[config.mk]
export PLATFORM = sky130hd
export DESIGN_NAME = apu_fdiv
export DESIGN_NICKNAME = d
export VERILOG_FILES = /design/src/design/apu_pkg.sv /design/src/design/apu_fdiv.sv
export SDC_FILE = /design/constraint.sdc
export NUM_CORES = 2
export LEC_CHECK = 0
export ABC_AREA = 1
export BUFFER_PORTS_ARGS = -buffer_cell sky130_fd_sc_hd__buf_2
export CORE_MARGIN = 3
export CORE_UTILIZATION = 40
export CTS_CLUSTER_SIZE = 30
export DETAILED_ROUTE_END_ITERATION = 7
export SLEW_MARGIN = 10
export SYNTH_ARGS = -nofsm -noshare
export SYNTH_HDL_FRONTEND = slang
export SYNTH_SLANG_ARGS = --single-unit
[constraint.sdc]
create_clock -name i_clk -period 16.19 [get_ports i_clk]
set_input_delay 0.8095 -clock i_clk [delete_from_list [all_inputs] [get_ports i_clk]]
set_output_delay 0.8095 -clock i_clk [all_outputs]
set_load 0.02 [all_outputs]
[src/design/apu_pkg.sv]
package apu_pkg;

    // binary32 special patterns
    localparam logic [31:0] DEFAULT_NAN = 32'hFFC0_0000;
    localparam logic [31:0] QUIET_BIT   = 32'h0040_0000;

    // configuration register indexes and reset values
    localparam int unsigned CFG_IDX_W = 1;
    localparam logic [CFG_IDX_W-1:0] CFG_LR  = 1'b0;
    localparam logic [CFG_IDX_W-1:0] CFG_EPS = 1'b1;
    localparam logic [31:0] LR_RESET  = 32'h3A83_126F;
    localparam logic [31:0] EPS_RESET = 32'h322B_CC77;

    // unit latencies in cycles
    localparam int unsigned SQRT_LAT = 7;
    localparam int unsigned ADD_LAT  = 5;
    localparam int unsigned DIV_LAT  = 9;
    localparam int unsigned MUL_LAT  = 3;
    localparam int unsigned TOT_LAT  = SQRT_LAT + ADD_LAT + DIV_LAT + MUL_LAT + ADD_LAT;
    localparam int unsigned TH_LAT   = SQRT_LAT + ADD_LAT + DIV_LAT + MUL_LAT;

    // unpacked operand, significand normalized to bit 23
    typedef struct packed {
        logic               sign;
        logic signed [10:0] exp;
        logic [23:0]        sig;
    } t_unpk;

    function automatic logic f_is_nan(input logic [31:0] a);
        return (a[30:23] == 8'hFF) && (a[22:0] != 23'd0);
    endfunction

    function automatic logic f_is_inf(input logic [31:0] a);
        return (a[30:23] == 8'hFF) && (a[22:0] == 23'd0);
    endfunction

    function automatic logic f_is_zero(input logic [31:0] a);
        return a[30:0] == 31'd0;
    endfunction

    function automatic logic [31:0] f_nan_pick(input logic [31:0] a, input logic [31:0] b);
        return f_is_nan(a) ? (a | QUIET_BIT) : (b | QUIET_BIT);
    endfunction

    // subnormals are normalized here, exponent may go below one
    function automatic t_unpk f_unpack(input logic [31:0] a);
        t_unpk u;
        logic [4:0] lz;
        lz = 5'd0;
        u.sign = a[31];
        if (a[30:23] != 8'd0) begin
            u.exp = {3'b000, a[30:23]};
            u.sig = {1'b1, a[22:0]};
        end else begin
            for (int k = 0; k < 23; k++) begin
                if (a[k]) begin
                    lz = 5'(23 - k);
                end
            end
            u.sig = {1'b0, a[22:0]} << lz;
            u.exp = 11'sd1 - $signed({6'd0, lz});
        end
        return u;
    endfunction

    // mant has its leading one at bit 26, bit 0 carries sticky
    function automatic logic [31:0] f_round(input logic sign, input logic signed [10:0] exp,
                                            input logic [26:0] mant);
        logic signed [10:0] d;
        logic [5:0]  sh;
        logic [53:0] w;
        logic [26:0] m2;
        logic        g;
        logic        st;
        logic        inc;
        logic [30:0] base;
        logic [30:0] res;
        d = 11'sd1 - exp;
        if (exp >= 11'sd1) begin
            sh = 6'd0;
        end else if (exp < -11'sd26) begin
            sh = 6'd28;
        end else begin
            sh = d[5:0];
        end
        w    = {mant, 27'd0} >> sh;
        m2   = w[53:27];
        g    = m2[2];
        st   = (|m2[1:0]) | (|w[26:0]);
        inc  = g & (st | m2[3]);
        base = (exp >= 11'sd1) ? {exp[7:0], m2[25:3]} : {8'd0, m2[25:3]};
        res  = base + {30'd0, inc};
        if (exp >= 11'sd255) begin
            res = {8'hFF, 23'd0};
        end
        return {sign, res};
    endfunction

endpackage

[src/design/apu_fdiv.sv]
module apu_fdiv import apu_pkg::*; (
    input  logic        i_clk,
    input  logic        i_en,
    input  logic [31:0] i_a,
    input  logic [31:0] i_b,
    output logic [31:0] o_res
);

    localparam int unsigned IT_STAGES = 7;
    localparam int unsigned IT_STEPS  = 4;

    typedef struct packed {
        logic               spec;
        logic [31:0]        spec_val;
        logic               sign;
        logic signed [10:0] exp;
        logic [23:0]        den;
        logic [24:0]        rem;
        logic [27:0]        quo;
    } t_dit;

    t_dit        r_it [IT_STAGES+1];
    t_dit        n_it0;
    logic [31:0] r_res, n_res;

    // restoring division, one quotient bit per step
    function automatic t_dit f_step(input t_dit x);
        t_dit y;
        logic ge;
        y = x;
        for (int k = 0; k < IT_STEPS; k++) begin
            ge = (y.rem >= {1'b0, y.den});
            if (ge) begin
                y.rem = y.rem - {1'b0, y.den};
            end
            y.quo = {y.quo[26:0], ge};
            y.rem = {y.rem[23:0], 1'b0};
        end
        return y;
    endfunction

    always_comb begin
        t_unpk ua;
        t_unpk ub;
        ua = f_unpack(i_a);
        ub = f_unpack(i_b);
        n_it0.spec     = 1'b1;
        n_it0.spec_val = 32'd0;
        if (f_is_nan(i_a) || f_is_nan(i_b)) begin
            n_it0.spec_val = f_nan_pick(i_a, i_b);
        end else if ((f_is_zero(i_a) && f_is_zero(i_b)) || (f_is_inf(i_a) && f_is_inf(i_b)))
        begin
            n_it0.spec_val = DEFAULT_NAN;
        end else if (f_is_zero(i_b) || f_is_inf(i_a)) begin
            n_it0.spec_val = {i_a[31] ^ i_b[31], 8'hFF, 23'd0};
        end else if (f_is_zero(i_a) || f_is_inf(i_b)) begin
            n_it0.spec_val = {i_a[31] ^ i_b[31], 31'd0};
        end else begin
            n_it0.spec = 1'b0;
        end
        n_it0.sign = ua.sign ^ ub.sign;
        n_it0.exp  = ua.exp - ub.exp + 11'sd127;
        n_it0.den  = ub.sig;
        n_it0.rem  = {1'b0, ua.sig};
        n_it0.quo  = 28'd0;
    end

    // quotient below one needs the extra bit
    always_comb begin
        t_dit        f;
        logic        rnz;
        logic [26:0] mant;
        logic signed [10:0] e;
        f   = r_it[IT_STAGES];
        rnz = (f.rem != 25'd0);
        if (f.quo[27]) begin
            mant = {f.quo[27:2], f.quo[1] | f.quo[0] | rnz};
            e    = f.exp;
        end else begin
            mant = {f.quo[26:1], f.quo[0] | rnz};
            e    = f.exp - 11'sd1;
        end
        n_res = f.spec ? f.spec_val : f_round(f.sign, e, mant);
    end

    always_ff @(posedge i_clk) begin
        if (i_en) begin
            r_it[0] <= n_it0;
            for (int s = 0; s < IT_STAGES; s++) begin
                r_it[s+1] <= f_step(r_it[s]);
            end
            r_res <= n_res;
        end
    end

    assign o_res = r_res;

endmodule

==> summary.md <==
| Metric | Value |
|---|---|
| Status | completed |
| Slew margin rel. | 24.24% |
| Post-route ant nets | 0 |
| Reg-to-Reg Start | r_it[0][298] |
| Synth cell types | 78 |
| Crit-path most repeated cell | a21oi_1 |
| Vias in the first global route | 57,889 |
| First-pass iteration count of the detailed router | 6 |
| Routed vias | 61,764 |
| Largest family of logic cells by synthesized area | simple AND/OR/NAND/NOR gates |
| Slowest stage delay, CP | 0.90 ns |
| Post-DP HPWL | 172,500 µm |
| Cts hold-fix bufs | 0 |
| Avg Cell Area, Syn | 7.914 µm² |
| Final Hold Viols | 0 |
| Initial Util | 40.39% |
| Layout cell share with drive strength beyond 1 | 5.842% |
| Synth Instances | 9,017 |
| CTS sink count | 864 |
| CTS tree | built |
| Worst path top cell family by delay | compound AO/OA/AOI/OAI gates |
| Top cell type's share of synthesized area | 36.36% |
| Worst EP required | 16.46 ns |
| H-tree levels | 3 |
| Initial antenna violation count | 4 |
| RSZ-0062 raised after global routing | false |
| Buf+Inv Stages, Crit Path | 4 |
| Routed WL per cell | 18.65 µm |
| Placer Congestion | 0.9661 |
| Mapped Area | 71,360 µm² |
| DR vias/cell | 5.388 |
| Grt ovf | 0 |
| Reg clk slew, reported paths | 0.06 ns |
| GRT Total Usage | 22.58% |
| Asr flop ratio synth | 0% |
| Post-CTS sizing | 0 |
| Path type of the worst setup path | register to register |
| Clock Skew | 0.06224 ns |
| Area contributors post-synth | edfxtp_1 (36%), nand2_1 (13%), ha_1 (12%), nand3_1 (5.2%), a21oi_1 (5.1%) |
| Hold_sp | r_it[0][81] |
| Seq/Total Area, Yosys | 36.36% |
| Seq cells post-synth | 864 |
| Tmin final | 14.46 ns |
| I/O Buffers | 97 |
| Post-synthesis mux area share | 0.1543% |
| Syn Nets | 9,768 |
| Diode count | 0 |
| Crit path DAT | 14.73 ns |
| Slew Viols, Final | 0 |
| Startpoint types | register |
| Crit share post-route | 89.34% |
| # Post-CTS Setup Buffers | 0 |
| Final wirelength | 213,800 µm |
| CTS Buffer Depth | 3 |
| Post-synth top area cell | edfxtp_1 |
| Slowest CP cell | clkinv_1 |
| Worst Path Max Fanout | 44 |
| Die Height | 428.4 µm |
| # rows | 154 |
| Area growth syn-to-layout | 8.230% |
| Slew @ Worst Pin | 1.125 ns |
| Fin Setup TNS | 0 ns |
| Adder-cell share of the synthesized area | 12.10% |
| Drt first-iter violations | 4,860 |
| # setup viols final | 0 |
| Fill cells | 17,551 |
| Chip Width | 428.4 µm |
| Inserted Clock Buffers | 99 |
| First-pass GRT wire length | 331,200 µm |
| Largest net degree at the start of global routing | 203 |
| Clk_lat worst skew | 0.73 ns |
| Die area | 183,500 µm² |
| Synth Area in Compound Gates | 13.78% |
| Post-synthesis simple-gate area fraction | 23.69% |
| Worst hold path class | register to register |
| Peak Freq | 69.14 MHz |
| Layout Nets | 9,792 |
| I/O Pins | 98 |
| Core area | 176,700 µm² |
| Clk root buf | clkbuf_16 |
| Number of max-cap violations | 0 |
| Critical Path Start | r_it[0][298] |
| Synth warn | 0 |
| XOR/XNOR Fraction of Synth Area | 7.501% |
| CP endpoint kind | register |
| Drc violations | 0 |
| EDFF count, synth | 864 |
| Main synth FF type | edfxtp_1 |
## cell families (layout without fill, tap and decap cells)
kind of cell,Yosys count,in the layout
xor+xnor,609,609
mux,11,11
compound gates,1791,1791
fa+ha+maj,685,685
buf+inv,1126,1232
simple gates,3931,3931
flops,864,864
## cell usage after synthesis (all sizes together), types with 3 or more instances
master and instances:
a221oi 10, o21ai 773, a211oi 18, and2 4
a311oi 3, a41o 4, nand3 769, fa 9
nor2 392, a21o 19, xnor2 288, inv 902
o211ai 18, a31oi 31, o21bai 38, o21a 25
a21oi 733, clkinv 12, ha 676, buf 114
a41oi 5, xor2 321, nand4 77, nor4 64
o31ai 8, edfxtp 864, a221o 6, mux2i 11
o22ai 15, o221ai 13, nor3 71, clkbuf 97
nand3b 7, nand2 2479, a31o 7, a21boi 54
or2 63
## stage by stage
step                hold WS (ns)  utilization, %  area [µm²]  std cells  worst slack (ns)
global placement          0.4001           41.86       73970      11280             2.384
detailed placement        0.4045           41.86       73970      11280             2.156
floorplan                 0.4003               -       71360       9017             6.580
finish                    0.4028           43.71       77240      11463             1.726
global route              0.3870           43.71       77240      11463            0.1889
CTS                       0.3564           43.71       77240      11463             2.087
## area by class of cell
type | instances | area (µm²) | share of cell area, %
Clock buffer | 111 | 2522 | 3.266
Tap cell | 2340 | 2928 | 3.791
Clock inverter | 72 | 745.7 | 0.9655
Sequential cell | 864 | 25940 | 33.59
Inverter | 914 | 3447 | 4.463
Multi-Input combinational cell | 7027 | 40840 | 52.88
Timing Repair Buffer | 135 | 805.8 | 1.043
## cell usage in the layout, fill, tap and decap left out, types with 31 or more instances in the layout
cell,n
a21oi_1,727
a31oi_1,31
buf_2,96
buf_4,36
clkbuf_16,99
clkinv_1,34
edfxtp_1,864
ha_1,676
inv_1,863
inv_2,35
nand2_1,2452
nand3_1,737
nand4_1,77
nor2_1,344
nor3_1,67
nor4_1,64
o21ai_0,631
o21ai_1,131
o21bai_1,36
or2_2,61
xnor2_1,288
xor2_1,320
## metal layers
metal	share of wire (%)	up-vias	global-route usage, %
li1	-	31074	-
met1	46	28938	31.17
met2	46	1479	37.43
met3	4.6	271	2.386
met4	2.9	2	6.462
met5	0.0061	-	0
## final timing paths
path | slack [ns] | endpoint | cells past startpoint
worst min-delay path | 0.40 | r_it[0][203] | 0
worst max register to register | 1.73 | r_it[0][400] | 58
worst min register to register | 0.40 | r_it[0][203] | 0
worst max-delay path | 1.73 | r_it[0][400] | 58
## flip-flops by register name, indices dropped and copies added, names as in the netlist
signal	flops
o_res	32
r_it	832
Power is left out: the tool's default activity adds up to more than one toggle a clock period on the data nets, which glitch-free logic cannot reach.
