--- src/design/apu_pkg.sv ---
package apu_pkg;

    // binary32 special patterns
    localparam logic [31:0] DEFAULT_NAN = 32'hFFC0_0000;
    localparam logic [31:0] QUIET_BIT   = 32'h0040_0000;

    // configuration register indexes and reset values
    localparam int unsigned CFG_IDX_W = 1;
    localparam logic [CFG_IDX_W-1:0] CFG_LR  = 1'b0;
    localparam logic [CFG_IDX_W-1:0] CFG_EPS = 1'b1;
    localparam logic [31:0] LR_RESET  = 32'h3A83_126F;
    localparam logic [31:0] EPS_RESET = 32'h322B_CC77;

    // unit latencies in cycles
    localparam int unsigned SQRT_LAT = 7;
    localparam int unsigned ADD_LAT  = 5;
    localparam int unsigned DIV_LAT  = 9;
    localparam int unsigned MUL_LAT  = 3;
    localparam int unsigned TOT_LAT  = SQRT_LAT + ADD_LAT + DIV_LAT + MUL_LAT + ADD_LAT;
    localparam int unsigned TH_LAT   = SQRT_LAT + ADD_LAT + DIV_LAT + MUL_LAT;

    // unpacked operand, significand normalized to bit 23
    typedef struct packed {
        logic               sign;
        logic signed [10:0] exp;
        logic [23:0]        sig;
    } t_unpk;

    function automatic logic f_is_nan(input logic [31:0] a);
        return (a[30:23] == 8'hFF) && (a[22:0] != 23'd0);
    endfunction

    function automatic logic f_is_inf(input logic [31:0] a);
        return (a[30:23] == 8'hFF) && (a[22:0] == 23'd0);
    endfunction

    function automatic logic f_is_zero(input logic [31:0] a);
        return a[30:0] == 31'd0;
    endfunction

    function automatic logic [31:0] f_nan_pick(input logic [31:0] a, input logic [31:0] b);
        return f_is_nan(a) ? (a | QUIET_BIT) : (b | QUIET_BIT);
    endfunction

    // subnormals are normalized here, exponent may go below one
    function automatic t_unpk f_unpack(input logic [31:0] a);
        t_unpk u;
        logic [4:0] lz;
        lz = 5'd0;
        u.sign = a[31];
        if (a[30:23] != 8'd0) begin
            u.exp = {3'b000, a[30:23]};
            u.sig = {1'b1, a[22:0]};
        end else begin
            for (int k = 0; k < 23; k++) begin
                if (a[k]) begin
                    lz = 5'(23 - k);
                end
            end
            u.sig = {1'b0, a[22:0]} << lz;
            u.exp = 11'sd1 - $signed({6'd0, lz});
        end
        return u;
    endfunction

    // mant has its leading one at bit 26, bit 0 carries sticky
    function automatic logic [31:0] f_round(input logic sign, input logic signed [10:0] exp,
                                            input logic [26:0] mant);
        logic signed [10:0] d;
        logic [5:0]  sh;
        logic [53:0] w;
        logic [26:0] m2;
        logic        g;
        logic        st;
        logic        inc;
        logic [30:0] base;
        logic [30:0] res;
        d = 11'sd1 - exp;
        if (exp >= 11'sd1) begin
            sh = 6'd0;
        end else if (exp < -11'sd26) begin
            sh = 6'd28;
        end else begin
            sh = d[5:0];
        end
        w    = {mant, 27'd0} >> sh;
        m2   = w[53:27];
        g    = m2[2];
        st   = (|m2[1:0]) | (|w[26:0]);
        inc  = g & (st | m2[3]);
        base = (exp >= 11'sd1) ? {exp[7:0], m2[25:3]} : {8'd0, m2[25:3]};
        res  = base + {30'd0, inc};
        if (exp >= 11'sd255) begin
            res = {8'hFF, 23'd0};
        end
        return {sign, res};
    endfunction

endpackage

--- src/design/apu_fadd.sv ---
module apu_fadd import apu_pkg::*; (
    input  logic        i_clk,
    input  logic        i_en,
    input  logic [31:0] i_a,
    input  logic [31:0] i_b,
    input  logic        i_neg_b,
    output logic [31:0] o_res
);

    typedef struct packed {
        logic               spec;
        logic [31:0]        spec_val;
        logic               sign;
        logic               sub;
        logic signed [10:0] exp;
        logic [10:0]        diff;
        logic [23:0]        sig_big;
        logic [23:0]        sig_sml;
    } t_al;

    typedef struct packed {
        logic               spec;
        logic [31:0]        spec_val;
        logic               sign;
        logic signed [10:0] exp;
        logic [27:0]        sum;
        logic [4:0]         lz;
    } t_sm;

    typedef struct packed {
        logic               spec;
        logic [31:0]        spec_val;
        logic               sign;
        logic               zero;
        logic signed [10:0] exp;
        logic [26:0]        mant;
    } t_nm;

    t_al         r_s1, n_s1;
    t_sm         r_s2, n_s2, r_s3, n_s3;
    t_nm         r_s4, n_s4;
    logic [31:0] r_res, n_res;

    // unpack, special operands, order by magnitude
    always_comb begin
        logic [31:0] b_eff;
        t_unpk ua;
        t_unpk ub;
        logic a_big;
        b_eff = i_b ^ {i_neg_b, 31'd0};
        ua    = f_unpack(i_a);
        ub    = f_unpack(b_eff);
        a_big = (ua.exp > ub.exp) || ((ua.exp == ub.exp) && (ua.sig >= ub.sig));
        n_s1.spec     = 1'b1;
        n_s1.spec_val = 32'd0;
        if (f_is_nan(i_a) || f_is_nan(i_b)) begin
            n_s1.spec_val = f_nan_pick(i_a, i_b);
        end else if (f_is_inf(i_a) && f_is_inf(b_eff) && (i_a[31] != b_eff[31])) begin
            n_s1.spec_val = DEFAULT_NAN;
        end else if (f_is_inf(i_a)) begin
            n_s1.spec_val = i_a;
        end else if (f_is_inf(b_eff)) begin
            n_s1.spec_val = b_eff;
        end else if (f_is_zero(i_a) && f_is_zero(b_eff)) begin
            n_s1.spec_val = {i_a[31] & b_eff[31], 31'd0};
        end else if (f_is_zero(i_a)) begin
            n_s1.spec_val = b_eff;
        end else if (f_is_zero(b_eff)) begin
            n_s1.spec_val = i_a;
        end else begin
            n_s1.spec = 1'b0;
        end
        n_s1.sub     = ua.sign ^ ub.sign;
        n_s1.sign    = a_big ? ua.sign : ub.sign;
        n_s1.exp     = a_big ? ua.exp : ub.exp;
        n_s1.diff    = a_big ? 11'(ua.exp - ub.exp) : 11'(ub.exp - ua.exp);
        n_s1.sig_big = a_big ? ua.sig : ub.sig;
        n_s1.sig_sml = a_big ? ub.sig : ua.sig;
    end

    // align the smaller operand with sticky, then add or subtract
    always_comb begin
        logic [5:0]  sh;
        logic [53:0] w;
        logic [26:0] bs;
        logic [26:0] av;
        sh = (r_s1.diff > 11'd28) ? 6'd28 : r_s1.diff[5:0];
        w  = {r_s1.sig_sml, 30'd0} >> sh;
        bs = {w[53:28], w[27] | (|w[26:0])};
        av = {r_s1.sig_big, 3'b000};
        n_s2.spec     = r_s1.spec;
        n_s2.spec_val = r_s1.spec_val;
        n_s2.sign     = r_s1.sign;
        n_s2.exp      = r_s1.exp;
        n_s2.lz       = 5'd0;
        n_s2.sum      = r_s1.sub ? ({1'b0, av} - {1'b0, bs}) : ({1'b0, av} + {1'b0, bs});
    end

    // leading zero count below the carry bit
    always_comb begin
        n_s3    = r_s2;
        n_s3.lz = 5'd27;
        for (int k = 0; k < 27; k++) begin
            if (r_s2.sum[k]) begin
                n_s3.lz = 5'(26 - k);
            end
        end
    end

    // normalize
    always_comb begin
        n_s4.spec     = r_s3.spec;
        n_s4.spec_val = r_s3.spec_val;
        n_s4.sign     = r_s3.sign;
        n_s4.zero     = (r_s3.sum == 28'd0);
        if (r_s3.sum[27]) begin
            n_s4.mant = {r_s3.sum[27:2], r_s3.sum[1] | r_s3.sum[0]};
            n_s4.exp  = r_s3.exp + 11'sd1;
        end else begin
            n_s4.mant = r_s3.sum[26:0] << r_s3.lz;
            n_s4.exp  = r_s3.exp - $signed({6'd0, r_s3.lz});
        end
    end

    // round, exact cancellation gives +0
    always_comb begin
        if (r_s4.spec) begin
            n_res = r_s4.spec_val;
        end else if (r_s4.zero) begin
            n_res = 32'd0;
        end else begin
            n_res = f_round(r_s4.sign, r_s4.exp, r_s4.mant);
        end
    end

    always_ff @(posedge i_clk) begin
        if (i_en) begin
            r_s1  <= n_s1;
            r_s2  <= n_s2;
            r_s3  <= n_s3;
            r_s4  <= n_s4;
            r_res <= n_res;
        end
    end

    assign o_res = r_res;

endmodule

--- config.mk ---
export PLATFORM = sky130hd
export DESIGN_NAME = apu_fadd
export DESIGN_NICKNAME = d
export VERILOG_FILES = /design/src/design/apu_pkg.sv /design/src/design/apu_fadd.sv
export SDC_FILE = /design/constraint.sdc
export NUM_CORES = 1
export LEC_CHECK = 0
export BUFFER_PORTS_ARGS = -buffer_cell sky130_fd_sc_hd__buf_4
export CAP_MARGIN = 20
export CORE_AREA = 2 2 226 228
export CTS_CLUSTER_DIAMETER = 80
export DETAILED_ROUTE_END_ITERATION = 6
export DIE_AREA = 0 0 228 230
export GPL_TIMING_DRIVEN = 0
export PLACE_DENSITY = 0.84
export RECOVER_POWER = 25
export SLEW_MARGIN = 5
export SYNTH_ARGS = -nofsm -noshare
export SYNTH_HDL_FRONTEND = slang
export SYNTH_SLANG_ARGS = --single-unit
export TNS_END_PERCENT = 5
--- constraint.sdc ---
create_clock -name i_clk -period 6.4 [get_ports i_clk]
set_input_delay 0.64 -clock i_clk [delete_from_list [all_inputs] [get_ports i_clk]]
set_output_delay 0.64 -clock i_clk [all_outputs]
set_load 0.05 [all_outputs]
==> results of run 1 <==
sequential cells by signal, summed over array words and instances (netlist names):
register  count
n_s2         43
n_s3         71
n_s4         34
o_res        32
r_s1         60
r_s3         42
r_s4         73
final cells by class:
type / count / area, sq um / area share
Sequential cell: 355 / 10660 / 0.3619
Multi-Input combinational cell: 1966 / 14440 / 0.4902
Timing Repair Buffer: 94 / 742.0 / 0.02519
Clock buffer: 45 / 977.2 / 0.03317
Inverter: 167 / 626.9 / 0.02128
Antenna cell: 1 / 2.502 / 0.00008495
Buffer: 172 / 857.1 / 0.02909
Tap cell: 672 / 840.8 / 0.02854
Clock inverter: 24 / 311.5 / 0.01058
through the flow:
stage | total power [mW] | worst slack (ps) | hold WS [ps] | setup TNS, ps
finish | 7.461 | 146.1 | 414.0 | 0
global route | 7.746 | -74.68 | 411.7 | -219.9
CTS | 7.393 | 5.377 | 415.0 | 0
detailed placement | 5.107 | -1987 | 404.5 | -105360
global placement | 5.074 | -1790 | 401.1 | -92810
floorplan | 4.442 | 29.85 | 400.3 | 0
kinds of logic after synthesis:
group | count (synthesis) | share of synthesized area
DFF | 355 | 0.4056
xor gates and xnor gates | 77 | 0.02566
muxes | 257 | 0.1205
AOI/OAI and AO/OA | 752 | 0.1946
and+or+nand+nor | 765 | 0.1441
buffers and inverters | 340 | 0.05370
adders and majority gates | 115 | 0.05580
power breakdown:
group          total (mW)  internal (mW)  leakage [nW]  switching (mW)
logic                2.12          0.787          7.31            1.34
registers            3.08           2.86          3.48           0.216
clock network        2.26           1.35         0.613           0.912
total                7.46           5.00          11.4            2.46
metal layers:
metal | wire length (microns) | global-route usage
met5 | 0 | 0
met4 | 4597 | 0.1581
met1 | 31860 | 0.3876
met3 | 6870 | 0.04576
met2 | 38560 | 0.5110
worst max-delay path: cells and delay by family:
kind                       cells  cell delay [ps]
AOI/OAI and AO/OA             15             2550
adders and majority gates      1              200
buffers and inverters          6             1440
muxes                          3             1160
and+or+nand+nor                5              570
worst min path at each step:
stage                     to  slack (ps)  cells after the start
floorplan           n_s3[33]         400                      0
global placement    r_s3[34]         400                      0
detailed placement  n_s4[40]         400                      0
CTS                 n_s3[42]         410                      0
global route        n_s3[70]         410                      0
finish              n_s3[70]         410                      0
timing repair:
| item | CTS | global route |
|---|---|---|
| buffers inserted | 7 | 13 |
| endpoints found under the setup margin | 72 | 74 |
| pin swaps | 5 | 16 |
| cloned | 0 | 0 |
| gates resized for setup | 36 | 63 |
placed cells by master, fill, tap and decap left out, types with 55 or more instances in the layout:
master / netlist / layout
o21ai_0: 150 / 143
mux2i_1: 180 / 169
a21oi_1: 183 / 178
buf_4: 5 / 100
a211oi_1: 58 / 55
edfxtp_1: 355 / 355
nor3_1: 60 / 59
clkbuf_1: 113 / 101
ha_1: 110 / 110
inv_1: 161 / 160
nor2_1: 212 / 210
nand2_1: 223 / 223
==> impl_metrics.csv, run 1 <==
group,metric,value,unit
clock_network,cts_tree,"built",
clock_network,cts-root-buf,"clkbuf_16",
critical_path,critical_path.slowest_cell,"mux4_2",
synthesis,syn_avg_cell_area,9.876,sq um
critical_path,reg2reg_to,"n_s3[29]",
critical_path,cp.required,6720,ps
floorplanning,core.rowCount,82,
detailed_routing,routed_wl,81.89,mm
power,ir_drop,0.2200,mV
synthesis,yosys_most_used_dff,"edfxtp_1",
critical_path,cp_slowest_stage_delay,540,ps
layout,fin_area,0.02946,sq mm
layout,utilization,0.5908,
floorplanning,die_area,0.05244,sq mm
timing,clock_skew,16.96,ps
timing,finalHoldViolCount,0,
floorplanning,dieWidth,228,microns
placed_design,hpwl,61.50,mm
synthesis,synth_area,0.02628,sq mm
placed_design,portBuffers,72,
timing,drv_slew,107,
synthesis,synth_edf_count,355,
clock_network,numCtsBuffers,38,
layout,area_growth,12.09,%
placed_design,place_inst,3407,
synthesis,synth_seq_area_share,0.4056,
global_route,grt_start_max_net_pins,138,
synthesis,synth_nets,2842,
clock_network,holdBufCountCts,0,
layout,final_cells,3496,
floorplanning,io_pins,99,
timing,max_freq,159.9,MHz
detailed_routing,wire_per_inst,23.42,microns
global_route,grt_usage,0.3061,
timing,setup_viol,0,
critical_path,crit_path_frequent_cell,"a21oi_1",
clock_network,cts_num_sinks,355,
synthesis,yosys_warnings,0,
synthesis,syn_inst,2661,
min_path,hp-class,"flip-flop to flip-flop",
synthesis,synth_top_area_cell,"edfxtp_1",
global_route,antenna_found_initial,1,
clock_network,clk_pin_slew,70,ps
floorplanning,start_util,0.5271,
critical_path,worstReg2RegStart,"r_s1[52]",
synthesis,synth_area_leaders,"edfxtp_1, mux2i_1, ha_1, mux4_2, a21oi_1",
detailed_routing,drtPass1Iterations,6,
placed_design,gp_congestion,1.035,
timing,finalCritPeriodShare,0.9772,
synthesis,yosysMostFrequentCell,"edfxtp_1",
timing,relSlewSlack,-2.857,
clock_network,cts.path.max_buffers,3,
critical_path,reg2reg_slack,220,ps
global_route,grt_pass1_wl,127.6,mm
layout,final_nets,2975,
layout,nFillCells,4109,
placed_design,placed_area,0.02774,sq mm
critical_path,cp_max_fo,10,
critical_path,arrival,6570,ps
detailed_routing,ant_nets,0,
run_status,violations,"capacitance limit, slew limit",
detailed_routing,drtIter0Drc,2650,
clock_network,insertion_delay,550,ps
clock_network,htreeDepth,2,
critical_path,reg2regPathDepth,22,
timing,min_period,6254,ps
synthesis,synth_top_area_frac,0.4056,
floorplanning,core-area,0.04986,sq mm
timing,rsz0062_at_grt,"true",
power,power_leakage,11.41,nW
critical_path,end_kind,"flip-flop",
synthesis,yosysUniqueCellTypes,112,
global_route,grt-ovfl-total,0,
synthesis,synthTopCellsByCount,"edfxtp_1, nand2_1, nor2_1",
global_route,grt_pass1_vias,22410,
min_path,holdCritStartpoint,"n_s2[70]",
detailed_routing,drc,0,
floorplanning,dieHeight,230,microns
critical_path,startpoint,"i_a[1]",
detailed_routing,vias,23114,
power,p_per_area,253.3,mW/mm^2
synthesis,synth-seq-cells,355,
run_status,status,"finished, violations left",
layout,drive_gt1_frac,0.1420,
critical_path,start_kind,"input pin",
critical_path,crit_end,"r_s1[38]",
critical_path,critical_path_class,"input pin to flip-flop",
timing,max_slew.worst_pin.slew,5785,ps
run,maxCapViolCount,1,
detailed_routing,avgViaCountPerCell,6.612,
synthesis,async_reset_ff_frac,0,
Note: power is estimated with default switching activity, not from simulation.
==> run 2: changes to the inputs <==
--- a/config.mk
+++ b/config.mk
@@ -12,7 +12,7 @@
 export DETAILED_ROUTE_END_ITERATION = 6
 export DIE_AREA = 0 0 228 230
 export GPL_TIMING_DRIVEN = 0
-export PLACE_DENSITY = 0.84
+export PLACE_DENSITY = 0.72
 export RECOVER_POWER = 25
 export SLEW_MARGIN = 5
 export SYNTH_ARGS = -nofsm -noshare
==> run 2 against run 1 <==
  * The flow still finishes with violations (capacitance limit, slew limit)
  * Worst setup slack worse by 4.0 ps
  * Critical path depth up 1
  * Register-to-register slack about the same
  * Flip-flop and latch count did not move
  * Critical endpoint is now r_s1[56]
  * Largest power group unchanged
==> impl_metrics.csv, run 2 (synthesis results as in run 1) <==
group,metric,value,unit
clock_network,clk_pin_slew,60,ps
timing,worst_slack,142.1,ps
run_status,violations,"capacitance limit, slew limit",
global_route,grt_pass1_wl,128.4,mm
placed_design,portBuffers,72,
critical_path,crit_end,"r_s1[56]",
global_route,antenna_found_initial,1,
placed_design,place_inst,3407,
detailed_routing,wire_per_inst,23.94,microns
timing,finalHoldViolCount,0,
power,p_per_area,254.9,mW/mm^2
critical_path,arrival,6570,ps
clock_network,insertion_delay,570,ps
global_route,grt_start_max_net_pins,132,
layout,largest_reg_flops,73,
clock_network,cts-root-buf,"clkbuf_16",
critical_path,worstReg2RegStart,"r_s1[58]",
timing,setup_viol,0,
critical_path,reg2reg_to,"n_s3[31]",
layout,antenna_cells,0,
placed_design,dp_slack,-2013,ps
power,power_leakage,11.45,nW
layout,multi_input_area,0.01437,sq mm
layout,nFillCells,4218,
timing,finalCritPeriodShare,0.9778,
power,ir_drop,0.2121,mV
timing,max_freq,159.8,MHz
detailed_routing,drc,0,
floorplanning,die_area,0.05244,sq mm
critical_path,crit_path_frequent_cell,"a21oi_1",
floorplanning,dieWidth,228,microns
timing,whs,413.0,ps
critical_path,cp.required,6720,ps
clock_network,htreeDepth,2,
critical_path,reg2reg_slack,220,ps
placed_design,hpwl,63.46,mm
timing,drv_slew,99,
layout,mostFrequentLayoutCells,"edfxtp_1, nand2_1, nor2_1",
floorplanning,io_pins,99,
critical_path,critical_path.slowest_cell,"mux4_2",
layout,final_common_cell,"edfxtp_1",
critical_path,start_kind,"input pin",
layout,drive_gt1_frac,0.1398,
global_route,grt-ovfl-total,0,
run,maxCapViolCount,1,
timing,rsz0062_at_grt,"true",
detailed_routing,vias,22692,
global_route,grt_usage,0.3129,
layout,final_cells,3497,
clock_network,cts_num_sinks,355,
critical_path,end_kind,"flip-flop",
layout,area_growth,11.96,%
critical_path,reg2regPathDepth,22,
floorplanning,core-area,0.04986,sq mm
run_status,status,"finished, violations left",
layout,regArea,0.01066,sq mm
detailed_routing,avgViaCountPerCell,6.489,
timing,clock_skew,16.17,ps
critical_path,critical_path_class,"input pin to flip-flop",
floorplanning,dieHeight,230,microns
critical_path,cp_slowest_stage_delay,460,ps
layout,top_register,"r_s4",
detailed_routing,routed_wl,83.71,mm
floorplanning,core.rowCount,82,
placed_design,gp_congestion,1.007,
min_path,hp-class,"flip-flop to flip-flop",
timing,min_period,6258,ps
detailed_routing,drtIter0Drc,2076,
detailed_routing,drtPass1Iterations,6,
clock_network,numCtsBuffers,39,
critical_path,cp_max_fo,10,
clock_network,cts_tree,"built",
timing,max_slew.worst_pin.slew,5466,ps
timing,relSlewSlack,-2.644,
global_route,grt_pass1_vias,21744,
clock_network,cts.path.max_buffers,3,
critical_path,startpoint,"i_a[0]",
detailed_routing,ant_nets,0,
floorplanning,start_util,0.5271,
layout,final_nets,2977,
## run 2: timing repair
action / CTS / global route
endpoints found under the setup margin: 72 / 76
gates cloned: 0 / 0
gates resized for setup: 40 / 44
setup buffers: 8 / 13
pin swaps: 5 / 9
hold buffers: 0 / 0
## run 2: worst max-delay path, delay by kind of cell
family / cells / cell delay [ps]
compound gates: 17 / 3160
mux: 3 / 1100
buf+inv: 5 / 840
simple gates: 4 / 370
fa+ha+maj: 1 / 300
xor+xnor: 1 / 150
## run 2: power by group
part / internal [mW] / switching, mW / total [mW] / leakage (nW)
sequential: 2.86 / 0.217 / 3.08 / 3.48
combinational: 0.780 / 1.33 / 2.11 / 7.32
clock: 1.35 / 0.959 / 2.31 / 0.644
total: 4.99 / 2.51 / 7.50 / 11.4
## run 2: area by class of cell
type,instances,share of cell area
buffer,172,0.02896
clock buffer,45,0.03393
clock inverter,25,0.01118
inverter,167,0.02130
multi-input combinational,1966,0.4883
sequential,355,0.3623
tap,672,0.02858
timing repair buffer,95,0.02547
## run 2: per-layer routing
metal,routed length (microns),vias to the layer above,GRT usage
li1,-,10354,-
met1,33760,10953,0.4055
met2,39670,1146,0.5271
met3,6480,237,0.04613
met4,3786,2,0.1293
met5,10,-,0
## run 2: worst min path at each step
| stage | start | end | slack [ps] | depth (start not counted) |
|---|---|---|---|---|
| 3_5_place_dp | n_s2[35] | n_s3[35] | 400 | 0 |
| 3_3_place_gp | n_s3[48] | n_s4[43] | 400 | 0 |
| 2_1_floorplan | n_s2[33] | n_s3[33] | 400 | 0 |
| 4_1_cts | i_b[31] | n_s2[76] | 390 | 3 |
| 5_1_grt | i_b[29] | n_s2[74] | 400 | 2 |
| 6_report | n_s3[33] | r_s3[33] | 410 | 0 |
## run 2: per-stage QoR
step	cell area, sq um	power, mW	TNS (ps)	util
2_1_floorplan	26290	4.442	0	-
3_3_place_gp	27680	5.113	-103580	0.5550
3_5_place_dp	27740	5.134	-108540	0.5563
4_1_cts	29240	7.474	0	0.5865
5_1_grt	29420	7.819	-89.44	0.5901
6_report	29420	7.500	0	0.5901
